### src/rtl/assert_macros.svh
// Assertion helpers shared by the RTL.
`ifndef ASSERT_MACROS_SVH
`define ASSERT_MACROS_SVH

// Concurrent check on an explicit clock and active-low reset.
`define ASSERT_AT(lbl, clk, rstn, prop, msg) \
  lbl: assert property (@(posedge clk) disable iff (!rstn) (prop)) \
    else $error(msg);

// Same check on the standard clk_i / rst_ni pair.
`define ASSERT_CLK(lbl, prop, msg) \
  `ASSERT_AT(lbl, clk_i, rst_ni, prop, msg)

`endif

### src/rtl/dtar_ram.sv
`timescale 1ns / 1ps

// Simple dual-port RAM, one write and one registered read per cycle.
// A read of the entry being written returns the old contents.
module dtar_ram #(
  parameter int unsigned WIDTH = 8,
  parameter int unsigned DEPTH = 16
) (
  input  logic                     clk_i,
  input  logic                     we_i,
  input  logic [$clog2(DEPTH)-1:0] waddr_i,
  input  logic [WIDTH-1:0]         wdata_i,
  input  logic [$clog2(DEPTH)-1:0] raddr_i,
  output logic [WIDTH-1:0]         rdata_o
);

  logic [WIDTH-1:0] mem_q [DEPTH];
  logic [WIDTH-1:0] rdata_q;

  always_ff @(posedge clk_i) begin
    if (we_i) begin
      mem_q[waddr_i] <= wdata_i;
    end
    rdata_q <= mem_q[raddr_i];
  end

  assign rdata_o = rdata_q;

endmodule

### config.mk
export PLATFORM = sky130hd
export DESIGN_NAME = dtar_ram
export DESIGN_NICKNAME = d
export VERILOG_FILES = /design/src/rtl/assert_macros.svh /design/src/rtl/dtar_ram.sv
export SDC_FILE = /design/constraint.sdc
export NUM_CORES = 1
export LEC_CHECK = 0
export ABC_AREA = 1
export BUFFER_PORTS_ARGS = -buffer_cell sky130_fd_sc_hd__buf_2
export CAP_MARGIN = 30
export CORE_MARGIN = 3
export CORE_UTILIZATION = 47
export CTS_CLUSTER_DIAMETER = 30
export DETAILED_ROUTE_END_ITERATION = 10
export GPL_TIMING_DRIVEN = 0
export HOLD_SLACK_MARGIN = 0.03
export PLACE_DENSITY = 0.7
export SLEW_MARGIN = 30
export SYNTH_ARGS = -nofsm -noshare
export SYNTH_HDL_FRONTEND = slang
export SYNTH_SLANG_ARGS = --single-unit
export TNS_END_PERCENT = 10
### constraint.sdc
create_clock -name clk_i -period 1.55 [get_ports clk_i]
set_input_delay 0.155 -clock clk_i [delete_from_list [all_inputs] [get_ports clk_i]]
set_output_delay 0.155 -clock clk_i [all_outputs]
set_load 0.01 [all_outputs]
==> results by group <==
Outcome
  – Status: complete, no violations

Worst setup path
  – Worst-path cell chain: buf_2 > nand3b_1 > nor2_1
  – Arr. time, crit path: 1230 ps
  – Worst Setup End Kind: register
  – CP Class: primary input to register
  – CP Max Fanout: 8
  – Family with the most delay on the worst path: simple AND/OR/NAND/NOR gates
  – Buffers & Inverters on Critical Path: 1
  – Crit path largest cell delay: 670 ps
  – Critical-path top delay cell: nor2_1
  – Crit path required time: 1600 ps
  – Critical Path Start Type: primary input

Detailed routing
  – Iteration-0 DRC Markers: 401
  – Post-route DRC: 0
  – Via count: 3,820
  – Drt wl/cell: 18.13 um
  – DR pass1 iterations: 5
  – Final ANT Viol Nets: 0
  – Drt via density: 5.107
  – Final wirelength: 13,560 um

Global route
  – GRT Util Overall: 21.42%
  – Global route overflow: 0
  – Initial antenna violation count: 0
  – First-pass GRT wire length: 20,620 um
  – Largest net degree at the start of global routing: 17
  – Vias in the first global route: 3,619

Floorplanning
  – Die Area: 13,640 um^2
  – Die outline height: 116.8 um
  – Core ar.: 11,710 um^2
  – Core Rows: 39
  – I/O pin count: 26
  – Starting Density: 49.24%
  – Die span in x: 116.8 um

Cells and area
  – Area added between synthesis and finish: 15.64%
  – Commonest non-fill, non-tap cell in the layout: nand2_1
  – Final instance area: 6669 um^2
  – Most frequent cells in the layout: nand2_1 (173), edfxtp_1 (128), inv_1 (100)
  – Final Instance Count excl. Fillers: 748
  – Net count, final: 610
  – Layout cells sized above 1: 12.56%
  – N_diodes: 0

Power and ir drop
  – Design Power: 0.008815 W
  – Leakage power: 2.899 nW
  – PwrDens: 1322 nW/um^2
  – Peak supply drop: 0.0008457 V

Placed design
  – # port buffers: 22
  – Hpwl dp: 9020 um
  – # placed instances: 716
  – Placed cell areas: 6056 um^2
  – Gpl congestion: 0.9143

Synth
  – Average instance area after synthesis: 10.47 um^2
  – FF+latch count, synth: 136
  – Synthesized cell area: 5767 um^2
  – Syn Inst Count: 551
  – Synthesis Warnings: 0
  – Net Count, Synth: 569
  – Synth cell types: 12
  – Seq/Total Area, Yosys: 69.43%

CTS
  – CTS hold repair buffers: 0
  – CTS tree: built
  – Clk buf depth: 2
  – H-tree levels: 4
  – Clk slew on worst S/H paths: 60 ps
  – CTS Root Cell: clkbuf_16
  – Clock latency on the worst-skew pair: 420 ps
  – Post_cts resized: 0
  – CTS Buf Count: 17
  – CTS Sinks: 136
  – Setup bufs post-CTS: 0

STA
  – Final Hold Vio Count: 0
  – Fmax: 0.8471 GHz
  – Crit share post-route: 76.16%
  – Fin crit period: 1180 ps
  – Setup-failing EPs final: 0
  – Hold slack: 142.0 ps
  – Slew headroom: 45.61%
  – Clock Skew: 7.764 ps
  – Unrepaired setup endpoints after global routing: false
  – Final slew viol count: 0
  – Worst-margin pin slew: 812.8 ps

Hold path
  – Hold WC Path Type: primary input to register

Job
  – Max cap viols: 0
==> per-stage QoR <==
stage / TNS (ps) / util (%) / setup slack, ps
3_5_place_dp: -761.5 / 51.71 / -31.65
2_1_floorplan: 0 / - / 444.2
6_report: 0 / 56.94 / 369.5
5_1_grt: 0 / 56.94 / 320.6
3_3_place_gp: -253.6 / 51.71 / -16.13
4_1_cts: 0 / 56.92 / 398.9
==> area by class of cell <==
cell class                 instances  area [um^2]
buffer                            24        166.4
clock buffer                      18        429.2
clock inverter                    14        181.4
fill                             955         5042
inverter                         102        382.9
multi-input combinational        289         1216
sequential                       136         4004
tap                              143        178.9
timing repair buffer              22        110.1
==> per-layer routing <==
| layer | up-vias | global-route usage [%] | wire [um] |
|---|---|---|---|
| met4 | 0 | 8.257 | 293 |
| met5 | - | 0 | 0 |
| met2 | 156 | 32.20 | 6212 |
| li1 | 1852 | - | - |
| met3 | 23 | 6.221 | 1105 |
| met1 | 1789 | 29.75 | 5948 |
==> synth_stat cells <==
cell type / number / area, um^2
nand2_1: 173 / 649.4
buf_6: 6 / 67.56
inv_1: 100 / 375.4
inv_2: 2 / 7.510
nor2_1: 17 / 63.81
buf_2: 13 / 65.06
buf_4: 4 / 30.03
nand3_1: 97 / 485.5
dfxtp_1: 8 / 160.2
buf_1: 1 / 3.750
edfxtp_1: 128 / 3844
nand3b_1: 2 / 15.01
==> registers in the layout, indices dropped and copies added, names as in the netlist <==
name,count
rdata_o,8
mem_q,128
==> logic make-up (layout without fill, tap and decap cells) <==
group	after synthesis	after routing	synth area share, %
AND/OR/NAND/NOR	289	289	21.05
flip-flops	136	136	69.43
buffers and inverters	126	180	9.525
==> power by group <==
part           total, W  internal [W]  switching [W]
sequential      0.00413       0.00411      0.0000209
clock           0.00414       0.00267        0.00147
combinational  0.000540      0.000158       0.000382
total           0.00881       0.00694        0.00188
==> path summary, 6_finish.rpt <==
check	start	endpoint	slack, ps	depth (start not counted)
max	waddr_i[2]	mem_q[10][1]$_DFFE_PP_	370	3
min	wdata_i[7]	mem_q[12][7]$_DFFE_PP_	140	1
max reg2reg	mem_q[2][7]$_DFFE_PP_	rdata_o[7]$_DFF_P_	510	6
min reg2reg	mem_q[1][1]$_DFFE_PP_	rdata_o[1]$_DFF_P_	700	6
Note: power is estimated with default switching activity, not from simulation.
