===== config.mk =====
export PLATFORM = sky130hd
export DESIGN_NAME = dtar_div
export DESIGN_NICKNAME = d
export VERILOG_FILES = /design/src/rtl/assert_macros.svh /design/src/rtl/dtar_div.sv
export SDC_FILE = /design/constraint.sdc
export NUM_CORES = 1
export LEC_CHECK = 0
export BUFFER_PORTS_ARGS = -buffer_cell sky130_fd_sc_hd__buf_2
export CORE_MARGIN = 10
export CORE_UTILIZATION = 52
export DETAILED_ROUTE_END_ITERATION = 8
export PLACE_DENSITY = 0.79
export SYNTH_ARGS = -nofsm -noshare
export SYNTH_HDL_FRONTEND = slang
export SYNTH_SLANG_ARGS = --single-unit
export TNS_END_PERCENT = 5

===== constraint.sdc =====
create_clock -name clk_i -period 2.7 [get_ports clk_i]
set_input_delay 0.54 -clock clk_i [delete_from_list [all_inputs] [get_ports clk_i]]
set_output_delay 0.54 -clock clk_i [all_outputs]
set_load 0.02 [all_outputs]

===== src/rtl/assert_macros.svh =====
// Assertion helpers shared by the RTL.
`ifndef ASSERT_MACROS_SVH
`define ASSERT_MACROS_SVH

// Concurrent check on an explicit clock and active-low reset.
`define ASSERT_AT(lbl, clk, rstn, prop, msg) \
  lbl: assert property (@(posedge clk) disable iff (!rstn) (prop)) \
    else $error(msg);

// Same check on the standard clk_i / rst_ni pair.
`define ASSERT_CLK(lbl, prop, msg) \
  `ASSERT_AT(lbl, clk_i, rst_ni, prop, msg)

`endif


===== src/rtl/dtar_div.sv =====
`timescale 1ns / 1ps

// Restoring divider, one quotient bit per cycle.
// Quotient and remainder hold after done until the next start.
module dtar_div #(
  parameter int unsigned NW = 22,
  parameter int unsigned DW = 7
) (
  input  logic          clk_i,
  input  logic          rst_ni,
  input  logic          start_i,
  input  logic [NW-1:0] num_i,
  input  logic [DW-1:0] den_i,
  output logic          busy_o,
  output logic          done_o,
  output logic [NW-1:0] quot_o,
  output logic [DW-1:0] rem_o
);

  localparam int unsigned SW = $clog2(NW + 1);

  logic          busy_q;
  logic          done_q;
  logic [SW-1:0] step_q;
  logic [NW-1:0] quot_q;
  logic [DW-1:0] rem_q;
  logic [DW-1:0] den_q;
  logic [DW:0]   trial;
  logic [DW:0]   diff;
  logic          fits;

  // one restoring step
  always_comb begin
    trial = {rem_q, quot_q[NW-1]};
    fits  = trial >= {1'b0, den_q};
    diff  = trial - {1'b0, den_q};
  end

  // step counter
  always_ff @(posedge clk_i or negedge rst_ni) begin
    if (!rst_ni) begin
      busy_q <= 1'b0;
      done_q <= 1'b0;
      step_q <= '0;
    end else begin
      done_q <= 1'b0;
      if (start_i) begin
        busy_q <= 1'b1;
        step_q <= SW'(NW);
      end else if (busy_q) begin
        step_q <= step_q - SW'(1);
        if (step_q == SW'(1)) begin
          busy_q <= 1'b0;
          done_q <= 1'b1;
        end
      end
    end
  end

  // quotient shifts in from the dividend side
  always_ff @(posedge clk_i) begin
    if (start_i) begin
      quot_q <= num_i;
      rem_q  <= '0;
      den_q  <= den_i;
    end else if (busy_q) begin
      quot_q <= {quot_q[NW-2:0], fits};
      rem_q  <= fits ? diff[DW-1:0] : trial[DW-1:0];
    end
  end

  assign busy_o = busy_q;
  assign done_o = done_q;
  assign quot_o = quot_q;
  assign rem_o  = rem_q;

endmodule


==> flow_summary.yaml <==
power:
  ir_drop_v: 0.0004550
  power.density_nw_per_um2: 852.8
  totalPowerFinal_mw: 2.336
  leakage_nw: 1.203
worst_hold_path:
  hp-class: "input pin to asynchronous set/reset pin"
cts:
  post_cts_buffers: 0
  ctsHoldBuffers: 0
  clk_latency_ns: 0.30
  htree_levels: 2
  ctsLongestPathBuffers: 2
  cts-root-buf: "clkbuf_8"
  cts_buffers: 5
  clkSlewWorstSetupHoldPaths_ns: 0.09
  clock-sinks: 43
  cts_resized: 0
  cts_tree: "built"
routing:
  avgRoutedWirePerCell_microns: 16.81
  via_per_inst: 5.497
  drt-initial-drc-count: 73
  drt-total-wl_microns: 5078
  vias: 1660
  postRouteAntennaNets: 0
  dr.pass1.iters: 4
  drc_errors: 0
critical_path:
  slowest_stage: "fa_1"
  timing.rr.start: "quot_o[21]$_DFFE_PP_"
  worstSetupPathType: "flop to flop"
  worstPathArrival_ns: 2.49
  r2r_slack_ns: 0.42
  crit_path_start_kind: "flop"
  worstSetupEndpoint: "rem_o[2]$_SDFFE_PP0P_"
  cpPeakStageDelay_ns: 0.40
  crit_path_start: "quot_o[21]$_DFFE_PP_"
  rr_worst_depth: 7
  crit_chain: "inv_1 -> ha_1 -> fa_1 -> nand2b_1 -> a211o_1 -> and3_1 -> a311oi_2"
  critPathMaxFanout: 9
  cp-end-kind: "flop"
  crit_required_ns: 2.91
  rr_endpoint: "rem_o[2]$_SDFFE_PP0P_"
sta:
  period_share: 0.8460
  finalHoldViolCount: 0
  finalCriticalPeriod_ns: 2.284
  tightestPinTransition_ns: 0.6429
  setup_tns_ns: 0
  skew_ns: 0.01019
  relSlewSlack: 0.5714
  max_freq_ghz: 0.4378
  setup_slack_ns: 0.4157
  rsz0062_at_grt: "no"
  setup_viol: 0
  slew_viol_final: 0
logic_synthesis:
  ys_ff_latch: 43
  synth_area_sq_um: 2300
  yosys_warnings: 0
  async_flop_share: 0.1628
  synthTopCellsByArea: "edfxtp_1 38%, mux2_2 10%, dfrtp_1 7.6%, dfxtp_1 6.1%, ha_1 4.9%"
  yosys_most_used_dff: "edfxtp_1"
  yosys.area.top_type_share: 0.3787
  synthTopCellsByCount: "29 x edfxtp_1, 21 x mux2_2, 14 x inv_1, 10 x nor2_1, 9 x ha_1"
  synthCells: 188
  syn_avg_cell_area_sq_um: 12.23
  synthesis.nets: 230
  synth_edf_count: 29
  seq_area_frac_synth: 0.5158
  synth.distinct_cells: 49
  yosysMostFrequentCell: "edfxtp_1"
  yosysTopAreaCell: "edfxtp_1"
finish:
  diodes: 0
  final_cells: 302
  layout-drive-gt1-share: 0.4160
  areaGrowthSynthToFinish_pct: 19.10
  num-nets-final: 291
place:
  port-buffer-count: 62
  place_ws_ns: 0.4595
  place_congestion: 0.8229
  place_hpwl_microns: 3755
  dp_cells: 294
global_routing:
  grt_pass1_vias: 1589
  antenna_found_initial: 0
  use_met1: 0.1545
  grt_pass1_wl_microns: 7803
  grt-ovfl-total: 0
  grt_max_degree: 34
  use_met3: 0.04221
  top_usage_layer: "met2"
  use_met2: 0.2148
  grt.total_usage: 0.1306
die:
  die_h_microns: 86.50
  io_pins: 63
  core_area_sq_um: 4324
  die_x_microns: 86.50
  rows: 24
  die_area_sq_um: 7482
  initial_core_util: 0.5318
status:
  outcome: "finished, final reports clean"
run:
  cap_violations: 0
-- registers in the layout, indices dropped and copies added (netlist names) --
name    flops
busy_o      1
den_q       7
done_o      1
quot_o     22
rem_o       7
step_q      5
-- power breakdown --
part	total [mW]	internal, mW	switching, mW
clock network	0.505	0.276	0.230
logic	0.921	0.399	0.522
registers	0.909	0.821	0.0884
-- cells in the final DEF (no fill, tap or decap), types with 5 or more instances in the layout --
cell type  count
buf_2         62
edfxtp_1      29
mux2_2        21
inv_1         14
nor2_1        10
ha_1           9
nand2_1        8
dfrtp_1        7
dfxtp_1        7
o21ai_0        6
nor3b_1        6
nand2b_1       5
xnor2_1        5
clkbuf_8       5
-- final cells by class --
cell class | instances | area, sq um
flip-flops and latches | 43 | 1186
inverters | 14 | 52.55
clock inverters | 3 | 43.79
well taps | 52 | 65.06
repair buffers | 64 | 325.3
fillers | 370 | 1585
clock buffers | 5 | 68.82
multi-input cells | 121 | 997.2
-- routing by layer --
layer | share of wire | up-vias
met5 | 0 | -
met4 | 0.015 | 0
met3 | 0.056 | 7
met2 | 0.50 | 39
met1 | 0.43 | 801
li1 | - | 813
-- metrics by stage --
stage | cell area [sq um] | utilization | hold WS [ns]
6_report | 2739 | 0.6334 | 0.05425
2_1_floorplan | 2300 | - | 0.2444
3_5_place_dp | 2626 | 0.6074 | 0.3836
5_1_grt | 2739 | 0.6334 | 0.05997
3_3_place_gp | 2626 | 0.6074 | 0.3822
4_1_cts | 2739 | 0.6334 | 0.05678
-- cell families after synthesis --
logic type                 share of synthesized area
adders and majority gates                    0.05767
DFF                                           0.5158
muxes                                         0.1072
xor gates and xnor gates                     0.02285
and+or+nand+nor                               0.1219
AOI/OAI and AO/OA                             0.1240
buffers and inverters                        0.05060
-- worst max-delay path: cells and delay by family (launching register included) --
family	cells	cell delay, ns
AOI/OAI and AO/OA	2	0.65
and+or+nand+nor	2	0.49
adders and majority gates	2	0.63
DFF	1	0.36
buffers and inverters	1	0.07
-- worst min-delay path by stage --
stage | from | endpoint | cells past startpoint
floorplan | rst_ni | busy_o$_DFF_PN0_ | 0
global placement | rst_ni | step_q[4]$_DFFE_PN0P_ | 1
detailed placement | rst_ni | step_q[4]$_DFFE_PN0P_ | 1
CTS | rst_ni | step_q[3]$_DFFE_PN0P_ | 1
global route | rst_ni | step_q[3]$_DFFE_PN0P_ | 1
finish | rst_ni | step_q[3]$_DFFE_PN0P_ | 1
Power figures use the tool's default switching activity.
